`config.mk`:
```
export PLATFORM = sky130hd
export DESIGN_NAME = unique_job_fifo
export DESIGN_NICKNAME = d
export VERILOG_FILES = /design/src/hdl/ujf_pkg.sv /design/src/hdl/ujf_cell.sv /design/src/hdl/unique_job_fifo.sv
export SDC_FILE = /design/constraint.sdc
export NUM_CORES = 1
export LEC_CHECK = 0
export BUFFER_PORTS_ARGS = -buffer_cell sky130_fd_sc_hd__buf_2
export CAP_MARGIN = 10
export CORE_ASPECT_RATIO = 1.75
export CORE_MARGIN = 2
export CORE_UTILIZATION = 25
export DETAILED_ROUTE_END_ITERATION = 12
export PLACE_DENSITY = 0.42
export SLEW_MARGIN = 10
export SYNTH_ARGS = -nofsm -noshare
export SYNTH_HDL_FRONTEND = slang
export SYNTH_SLANG_ARGS = --single-unit
```
`constraint.sdc`:
```
create_clock -name clk -period 14.24 [get_ports clk]
set_input_delay 1.424 -clock clk [delete_from_list [all_inputs] [get_ports clk]]
set_output_delay 1.424 -clock clk [all_outputs]
set_load 0.05 [all_outputs]
```
`src/hdl/ujf_pkg.sv`:
```
`timescale 1ns / 1ps
`default_nettype none
// ----------------------------------------------------------------------------
// ujf_pkg: shared types and codes of the unique job queue
// command and status codes, request and result items, per-cell control
// ----------------------------------------------------------------------------
package ujf_pkg;

  localparam int unsigned ID_W   = 32;
  localparam int unsigned CAP_W  = 5;
  localparam int unsigned OCC_W  = 5;
  localparam int unsigned STAT_W = 3;

  localparam logic [CAP_W-1:0] CAP_RESET = 5'd16;

  typedef enum logic {
    CMD_ADD    = 1'b0,
    CMD_DELETE = 1'b1
  } command_t;

  typedef enum logic [STAT_W-1:0] {
    ST_ADDED     = 3'd0,
    ST_DUPLICATE = 3'd1,
    ST_FULL      = 3'd2,
    ST_DELETED   = 3'd3,
    ST_EMPTY     = 3'd4
  } status_t;

  typedef struct packed {
    command_t          command;
    logic [ID_W-1:0]   job_id;
  } request_t;

  typedef struct packed {
    status_t           status;
    logic [ID_W-1:0]   removed_job;
    logic [OCC_W-1:0]  occupancy;
  } result_t;

  // control sent to every cell of the row
  typedef struct packed {
    logic compare;  // sample the match flag against the incoming id
    logic shift;    // take the entry of the neighbour behind
    logic load;     // take the new tail id
  } cell_ctrl_t;

endpackage
`default_nettype wire

```
`src/hdl/ujf_cell.sv`:
```
`timescale 1ns / 1ps
`default_nettype none
// ----------------------------------------------------------------------------
// ujf_cell: one slot of the job queue
// holds one id, compares it against an incoming id, shifts towards the head
// ----------------------------------------------------------------------------
module ujf_cell (
  input  wire logic                       clk,
  input  wire ujf_pkg::cell_ctrl_t        ctrl,
  input  wire logic                       occupied,
  input  wire logic [ujf_pkg::ID_W-1:0]   cmp_id,
  input  wire logic [ujf_pkg::ID_W-1:0]   load_id,
  input  wire logic [ujf_pkg::ID_W-1:0]   shift_in,
  output logic      [ujf_pkg::ID_W-1:0]   entry,
  output logic                            hit
);

  always_ff @(posedge clk) begin
    if (ctrl.shift) begin
      entry <= shift_in;
    end else if (ctrl.load) begin
      entry <= load_id;
    end
  end

  // match flag, only meaningful for slots in use
  always_ff @(posedge clk) begin
    if (ctrl.compare) begin
      hit <= occupied && (entry == cmp_id);
    end
  end

endmodule
`default_nettype wire

```
`src/hdl/unique_job_fifo.sv`:
```
`timescale 1ns / 1ps
`default_nettype none
// ----------------------------------------------------------------------------
// unique_job_fifo: first-in first-out job queue that refuses duplicate ids
// a row of DEPTH cells, head at cell 0, with a compare in every cell
// ----------------------------------------------------------------------------
// A command is taken when start is high and busy is low; busy then stays high
// for exactly one cycle, and no new command is taken until it drops. When a
// command is taken every cell compares the incoming id with its own entry and
// registers a match flag; while busy is high the flags are or-ed, the command
// is resolved, the row is updated and the result is registered. The result
// appears on result with result_valid high for one cycle, the first cycle in
// which busy is low again, and must be taken then: there is no way to hold it
// off. A duplicate id is reported before a full queue. Busy is also high
// during reset. Capacity is written through cfg_*; cfg_ready is low while busy
// is high, so a write never lands on a pending command. Capacity above DEPTH
// acts as DEPTH, and capacity 0 refuses every add that is not a duplicate.
// Delete on an empty queue reports empty and changes nothing. No clearing
// pass after reset: slots beyond the count are never read.
// ----------------------------------------------------------------------------
module unique_job_fifo #(
  parameter int unsigned DEPTH = 16
) (
  input  wire logic                          clk,
  input  wire logic                          rst,
  // command channel
  input  wire logic                          start,
  output logic                               busy,
  input  wire ujf_pkg::request_t             request,
  // result strobe
  output logic                               result_valid,
  output ujf_pkg::result_t                   result,
  // capacity register write
  input  wire logic                          cfg_valid,
  output logic                               cfg_ready,
  input  wire logic [ujf_pkg::CAP_W-1:0]     cfg_data
);

  localparam int unsigned CNT_W = $clog2(DEPTH + 1);
  // width wide enough to compare the count with the capacity register
  localparam int unsigned CMP_W = (CNT_W > ujf_pkg::CAP_W) ? CNT_W : ujf_pkg::CAP_W;

  logic                       accept;
  logic                       pending;
  ujf_pkg::command_t          command_q;
  logic [ujf_pkg::ID_W-1:0]   job_id_q;
  logic [ujf_pkg::CAP_W-1:0]  capacity;
  logic [CNT_W-1:0]           count;
  logic [CNT_W-1:0]           count_next;

  logic [ujf_pkg::ID_W-1:0]   entries [DEPTH];
  logic [DEPTH-1:0]           hits;
  ujf_pkg::cell_ctrl_t        ctrl [DEPTH];

  logic                       dup;
  logic                       full;
  logic                       do_add;
  logic                       do_del;
  ujf_pkg::result_t           result_next;

  assign accept    = start && !busy;
  assign busy      = pending || rst;
  assign cfg_ready = !busy;

  // capacity register, written only while idle
  always_ff @(posedge clk) begin
    if (rst) begin
      capacity <= ujf_pkg::CAP_RESET;
    end else if (cfg_valid && cfg_ready) begin
      capacity <= cfg_data;
    end
  end

  // command capture
  always_ff @(posedge clk) begin
    if (rst) begin
      pending <= 1'b0;
    end else begin
      pending <= accept;
    end
  end

  always_ff @(posedge clk) begin
    if (accept) begin
      command_q <= request.command;
      job_id_q  <= request.job_id;
    end
  end

  // resolve the command from the registered match flags
  assign dup  = |hits;
  assign full = (CMP_W'(count) >= CMP_W'(capacity)) || (count >= CNT_W'(DEPTH));

  always_comb begin
    do_add      = 1'b0;
    do_del      = 1'b0;
    count_next  = count;
    result_next.removed_job = '0;
    if (command_q == ujf_pkg::CMD_ADD) begin
      if (dup) begin
        result_next.status = ujf_pkg::ST_DUPLICATE;
      end else if (full) begin
        result_next.status = ujf_pkg::ST_FULL;
      end else begin
        result_next.status = ujf_pkg::ST_ADDED;
        do_add     = pending;
        count_next = count + CNT_W'(1);
      end
    end else begin
      if (count == '0) begin
        result_next.status = ujf_pkg::ST_EMPTY;
      end else begin
        result_next.status      = ujf_pkg::ST_DELETED;
        result_next.removed_job = entries[0];
        do_del     = pending;
        count_next = count - CNT_W'(1);
      end
    end
    result_next.occupancy = ujf_pkg::OCC_W'(count_next);
  end

  // occupancy count
  always_ff @(posedge clk) begin
    if (rst) begin
      count <= '0;
    end else if (do_add || do_del) begin
      count <= count_next;
    end
  end

  // result strobe, registered from pending, in the cycle after the resolve cycle
  always_ff @(posedge clk) begin
    if (rst) begin
      result_valid <= 1'b0;
    end else begin
      result_valid <= pending;
    end
  end

  always_ff @(posedge clk) begin
    if (pending) begin
      result <= result_next;
    end
  end

  // the row of cells; a delete moves every entry one place towards the head,
  // an add writes the slot just past the last held job
  for (genvar i = 0; i < DEPTH; i++) begin : g_cell
    logic [ujf_pkg::ID_W-1:0] behind;

    if (i == DEPTH - 1) begin : g_last
      assign behind = '0;
    end else begin : g_mid
      assign behind = entries[i+1];
    end

    assign ctrl[i].compare = accept;
    assign ctrl[i].shift   = do_del;
    assign ctrl[i].load    = do_add && (count == CNT_W'(i));

    ujf_cell u_cell (
      .clk      (clk),
      .ctrl     (ctrl[i]),
      .occupied (count > CNT_W'(i)),
      .cmp_id   (request.job_id),
      .load_id  (job_id_q),
      .shift_in (behind),
      .entry    (entries[i]),
      .hit      (hits[i])
    );
  end

endmodule
`default_nettype wire
```
==> results of run 1 <==
-- through the flow --
stage,util [%],setup slack [ns],total power [mW]
6_report,28.3,9.37,4.24
5_1_grt,28.3,9.10,4.35
4_1_cts,28.2,9.42,4.28
3_5_place_dp,26.6,9.48,2.62
3_3_place_gp,26.6,9.64,2.62
2_1_floorplan,-,8.50,2.41
-- cell families (layout without fill, tap and decap cells) --
| kind of cell | Yosys count | count (layout) | share of synthesized area (%) |
|---|---|---|---|
| compound gates | 597 | 597 | 14.1 |
| xor+xnor | 513 | 513 | 14.8 |
| fa+ha+maj | 10 | 10 | 0.412 |
| buf+inv | 204 | 256 | 3.92 |
| flops | 613 | 613 | 59.2 |
| mux | 3 | 3 | 0.0989 |
| other cells | 0 | 5 | 0 |
| simple gates | 359 | 359 | 7.48 |
-- power breakdown --
part / leakage (nW) / internal [mW] / switching [mW]
combinational: 7.01 / 0.146 / 0.362
sequential: 5.53 / 2.04 / 0.0365
clock: 0.957 / 0.922 / 0.735
-- final cells by class --
type	instances	area (sq um)
antenna	5	12.5
clock buffer	85	1670
clock inverter	24	274
fill	12500	86800
inverter	11	41.3
multi-input combinational	1482	11400
sequential	613	18000
tap	1624	2030
timing repair buffer	136	836
-- cell usage after synthesis, drive strengths merged (2+ instances only) --
cell type	number	area [sq um]
clkbuf	88	330
ha	10	125
and2	3	18.8
xor2	335	2930
or4	2	15.0
a2111oi	3	26.3
a311oi	3	26.3
nand3	54	270
and3	36	225
edfxtp	569	17100
xnor2	178	1560
mux2i	3	30.0
inv	10	37.5
and2b	5	37.5
a31oi	4	25.0
nor2b	29	384
o2111a	2	22.5
dfxtp	44	881
buf	105	817
nor2	19	71.3
a21boi	3	22.5
o21ai	48	240
nor3	17	85.1
nand4	65	407
or3	2	12.5
o2111ai	2	17.5
a21o	481	3610
nor4	99	619
a21oi	41	205
nand2	23	86.3
-- worst max-delay path by stage --
stage	start	endpoint	slack [ns]	cells past startpoint
final	count[1]	g_cell[1].u_cell.entry[6]	9.37	8
after global routing	count[1]	g_cell[1].u_cell.entry[6]	9.10	8
after CTS	count[1]	g_cell[1].u_cell.entry[6]	9.42	8
after detailed placement	count[1]	g_cell[13].u_cell.entry[24]	9.48	8
after global placement	count[1]	g_cell[0].u_cell.entry[6]	9.64	8
after floorplan	count[0]	g_cell[12].u_cell.entry[0]	8.50	9
-- critical path, delay by kind of cell, from the launching register on --
kind	cells	cell delay [ns]
buffers and inverters	4	2.34
AO/OA/AOI/OAI	1	0.24
flip-flops	1	0.68
adder cells (fa/ha/maj)	1	0.37
AND/OR/NAND/NOR	2	0.90
-- sequential cells by signal, indices dropped and copies added, names as in the netlist --
name	count
result_valid	1
result	40
job_id_q	32
pending	1
capacity	5
g_cell.u_cell.entry	512
g_cell.u_cell.hit	16
count	5
command_q	1
-- metal layers --
layer | track usage (%) | up-vias | wire length [um]
met1 | 16.1 | 9751 | 35400
met2 | 37.2 | 524 | 66800
met5 | 0 | - | 0
li1 | - | 8459 | -
met3 | 1.90 | 283 | 3200
met4 | 22.0 | 0 | 16400
==> impl_metrics.yaml, run 1 <==
run_status:
  run_status: "finished, final reports clean"
worst_setup_path:
  regToRegStartpoint: "count[1]"
  critPathMaxFanout: 136
  critical_path.cell_chain: "inv_1, ha_1, or4b_1, and3_4, buf_12, buf_12, buf_4, a21o_1"
  reg2reg_slack_ns: 9.37
  cp_data_required_time_ns: 14.77
  regToRegEndpoint: "g_cell[1].u_cell.entry[6]"
  crit_path_top_delay_cell: "buf_4"
  cp-start-kind: "flip-flop"
  timing.critical_path.mode_cell: "buf_12"
  ff2ff_path_depth: 8
  crit_path_max_incr_delay_ns: 0.94
  critical_path_class: "reg2reg"
  cp_data_arrival_time_ns: 5.40
  end_kind: "flip-flop"
layout:
  instances_no_fill: 3980
  stdcell_area_sq_um: 34200
  nets: 2354
  drive_above_1_share_pct: 11.7
  syn_to_final_growth_pct: 12.6
  final_common_cell: "edfxtp_1"
  final_cell_mix: "edfxtp_1, a21o_1, xor2_1"
synthesis:
  syn_inst: 2299
  synth_area_sq_um: 30400
  ys_async_sr_fraction_pct: 0
  ys_seq_elements: 613
  ys_types: 50
  syn_avg_cell_area_sq_um: 13.2
  synthFlopType: "edfxtp_1"
  ys_seq_area_share_pct: 59.2
  synth_edf_count: 569
  syn_nets: 2351
  yosys_warnings: 0
floorplanning:
  fp.dieW_um: 267
  core_area_sq_um: 121000
  rows: 169
  pin_count: 85
  die_area_sq_um: 124000
  start_util_pct: 25.1
  fp.dieH_um: 465
timing:
  slew_headroom_pct: 11.7
  fin_crit_sh_pct: 34.2
  post-route-min-period_ns: 4.87
  hold_ws_ns: 0.504
  tns_ns: 0
  rsz0062_at_grt: "false"
  tightest_slew_ns: 1.31
  skew_ns: 0.0246
  finalHoldViolCount: 0
  slew_violations: 0
  setup_viol: 0
  timing.fmax_mhz: 205
clocking:
  cts_tree: "done"
  cts_inserted_buffers: 58
  post_cts_resize_count: 0
  ctsLongestPathBuffers: 3
  cts.hold.buffers_added: 0
  clock_latency_ns: 0.67
  cts_sinks: 613
  cts-root-buf: "clkbuf_16"
  post_cts_buffers: 0
  htree_levels: 2
  path_clk_slew_ns: 0.07
worst_hold_path:
  hold_start: "g_cell[15].u_cell.entry[18]"
  hold_path.class: "reg2reg"
  worstHoldEndpoint: "g_cell[15].u_cell.entry[18]"
  worstHoldPathCells: 2
power:
  peakVddDrop_mv: 0.0882
  power.density_nw_per_um2: 124
  p_leak_nw: 13.5
placement:
  place.gp.congestion: 0.902
  placedCellCount: 3866
  dp_hpwl_mm: 91.9
  placed_area_sq_um: 32200
  portBuffers: 84
drt:
  wl_per_cell_um: 30.6
  num_vias: 19000
  via_per_inst: 4.78
  drc_errors: 0
  finalWirelength_mm: 122
  drt_iter0_markers: 1264
  ant_nets: 0
  first_pass_iters: 5
global_routing:
  grt_usage_pct: 19.4
  grt_pass1_wl_mm: 164
  grt_start_max_net_pins: 137
  grt.overflow.total: 0
  first_global_vias: 20200
  antenna_found_initial: 5
run:
  max_cap_violations: 0
Note: power is estimated with default switching activity, not from simulation.
==> inputs of run 2 (changes only) <==
--- a/config.mk
+++ b/config.mk
@@ -11,7 +11,7 @@
 export CORE_MARGIN = 2
 export CORE_UTILIZATION = 25
 export DETAILED_ROUTE_END_ITERATION = 12
-export PLACE_DENSITY = 0.42
+export PLACE_DENSITY = 0.43
 export SLEW_MARGIN = 10
 export SYNTH_ARGS = -nofsm -noshare
 export SYNTH_HDL_FRONTEND = slang
==> constraint.sdc (replaced) <==
create_clock -name clk -period 4 [get_ports clk]
set_input_delay 0.4 -clock clk [delete_from_list [all_inputs] [get_ports clk]]
set_output_delay 0.4 -clock clk [all_outputs]
set_load 0.05 [all_outputs]
==> run 2 against run 1 <==
Final cell count grew 1.6%; sequential power grew to 3.6 times the previous value; cell area grew 1.7%; first-iteration DRC count grew 7.0%; clock skew grew 0.013 ns; total power grew to 3.6 times the previous value.
==> impl_metrics.yaml, run 2 (synthesis gave the netlist of run 1 again) <==
clocking:
  cts_inserted_buffers: 61
  cts-root-buf: "clkbuf_16"
  post_cts_resize_count: 0
  cts_sinks: 613
  clock_latency_ns: 0.68
  ctsLongestPathBuffers: 3
  path_clk_slew_ns: 0.07
  cts_tree: "done"
  htree_levels: 2
worst_setup_path:
  critical_path_class: "reg2reg"
  crit_end: "g_cell[14].u_cell.entry[11]"
  crit_path_top_delay_cell: "nor4_1"
  critPathMaxFanout: 32
  crit_path_max_incr_delay_ns: 0.82
  cp-start-kind: "flip-flop"
  cp_data_required_time_ns: 4.28
  regToRegStartpoint: "g_cell[13].u_cell.hit"
  critPathBufInv: 1
  cp_data_arrival_time_ns: 3.84
  crit_family: "simple AND/OR/NAND/NOR gates"
  critical_path.cell_chain: "nor4_1, and4_1, o2111a_1, nand4_1, o21ai_4, buf_4"
  reg2reg_slack_ns: 0.44
  cp.depth: 6
  regToRegEndpoint: "g_cell[14].u_cell.entry[11]"
  end_kind: "flip-flop"
  worstSetupStartpoint: "g_cell[13].u_cell.hit"
  ff2ff_path_depth: 6
placement:
  placedCellCount: 3915
  place.gp.congestion: 0.935
  portBuffers: 84
  dp_hpwl_mm: 94.2
drt:
  drt_iter0_markers: 1352
  drc_errors: 0
  via_per_inst: 4.82
  first_pass_iters: 6
  num_vias: 19500
  wl_per_cell_um: 30.9
  ant_nets: 0
  finalWirelength_mm: 125
layout:
  largest_register_ffs: 512
  nets: 2413
  drive_above_1_share_pct: 13.3
  top_regs: "g_cell.u_cell.entry (512), result (40), job_id_q (32)"
  largest-register: "g_cell.u_cell.entry"
  syn_to_final_growth_pct: 14.5
  fillers: 12400
  multi_input_area_sq_um: 11300
  final-seq-area_sq_um: 18000
  final_cell_mix: "edfxtp_1, a21o_1, xor2_1"
  final_common_cell: "edfxtp_1"
  instances_no_fill: 4044
timing:
  tightest_slew_ns: 1.21
  timing.fmax_mhz: 281
  post-route-min-period_ns: 3.56
  slew_headroom_pct: 19.3
  fin_crit_sh_pct: 89.0
  skew_ns: 0.0375
  finalHoldViolCount: 0
  rsz0062_at_grt: "false"
  slew_violations: 0
  setup_viol: 0
floorplanning:
  rows: 169
  die_area_sq_um: 124000
  start_util_pct: 25.1
  core_area_sq_um: 121000
  fp.dieH_um: 465
  pin_count: 85
  fp.dieW_um: 267
power:
  p_leak_nw: 13.8
  total_power_mw: 15.2
  peakVddDrop_mv: 0.368
  power.density_nw_per_um2: 437
global_routing:
  grt.overflow.total: 0
  grt_pass1_wl_mm: 170
  antenna_found_initial: 9
  grt_usage_pct: 19.9
  grt_start_max_net_pins: 95
  first_global_vias: 21000
run:
  max_cap_violations: 0
worst_hold_path:
  hold_path.class: "in2reg"
run_status:
  run_status: "finished, final reports clean"
[run 2: changes by cell type in the layout (fill, tap and decap cells not counted), moves of 2 or more]
cell,change
buf_4,+41
buf_12,+8
clkbuf_8,-7
dlygate4sd3_1,+6
clkinv_2,+5
clkinv_1,+4
clkbuf_16,+2
clkinv_8,+2
nor4_1,+2
nor4_2,-2
xor2_1,+2
xor2_2,-2
[run 2: worst min-delay path, cell delays in order]
cell	delay, ns
buf_2	0.12
mux2i_1	0.07
nor2_1	0.10
[run 2: layout make-up]
| cell class | count | area share (%) |
|---|---|---|
| sequential | 613 | 51.7 |
| inverter | 11 | 0.119 |
| clock inverter | 37 | 1.05 |
| multi-input combinational | 1482 | 32.6 |
| clock buffer | 79 | 4.67 |
| antenna | 6 | 0.0432 |
| timing repair buffer | 192 | 4.00 |
| tap | 1624 | 5.84 |
[run 2: worst min-delay path by stage]
| stage | from | to | slack (ns) | depth (start not counted) |
|---|---|---|---|---|
| after floorplan | capacity[0] | capacity[0] | 0.47 | 2 |
| after global placement | g_cell[15].u_cell.entry[30] | g_cell[15].u_cell.entry[30] | 0.49 | 2 |
| after detailed placement | g_cell[15].u_cell.entry[27] | g_cell[15].u_cell.entry[27] | 0.50 | 2 |
| after CTS | cfg_data[0] | capacity[0] | 0.03 | 3 |
| after global routing | cfg_data[0] | capacity[0] | 0.09 | 3 |
| final | cfg_data[0] | capacity[0] | 0.07 | 3 |
[run 2: timing repair]
action	4_1_cts	5_1_grt
hold buffers	6	0
setup buffers	0	0
hold endpoints to repair	6	0
[run 2: through the flow]
| step | hold slack [ns] | utilization (%) | worst slack (ns) | setup TNS [ns] | instance area [sq um] |
|---|---|---|---|---|---|
| after floorplan | 0.467 | - | -0.795 | -83.47 | 30400 |
| after global placement | 0.489 | 27.0 | 0.558 | 0 | 32700 |
| after detailed placement | 0.498 | 27.0 | 0.535 | 0 | 32700 |
| after CTS | 0.0318 | 28.7 | 0.516 | 0 | 34700 |
| after global routing | 0.0857 | 28.7 | 0.399 | 0 | 34800 |
| final | 0.0714 | 28.7 | 0.441 | 0 | 34800 |
[run 2: power breakdown]
| part | internal, mW | switching [mW] |
|---|---|---|
| Sequential | 7.25 | 0.128 |
| Combinational | 0.568 | 1.32 |
| Clock | 3.26 | 2.68 |
| Total | 11.1 | 4.12 |
[run 2: routing by layer]
layer / share of wire, % / global-route usage, % / up-vias
li1: - / - / 8591
met5: 0.033 / 0 / -
met4: 13 / 21.9 / 6
met2: 52 / 36.1 / 686
met1: 30 / 17.8 / 9885
met3: 4.5 / 3.11 / 326
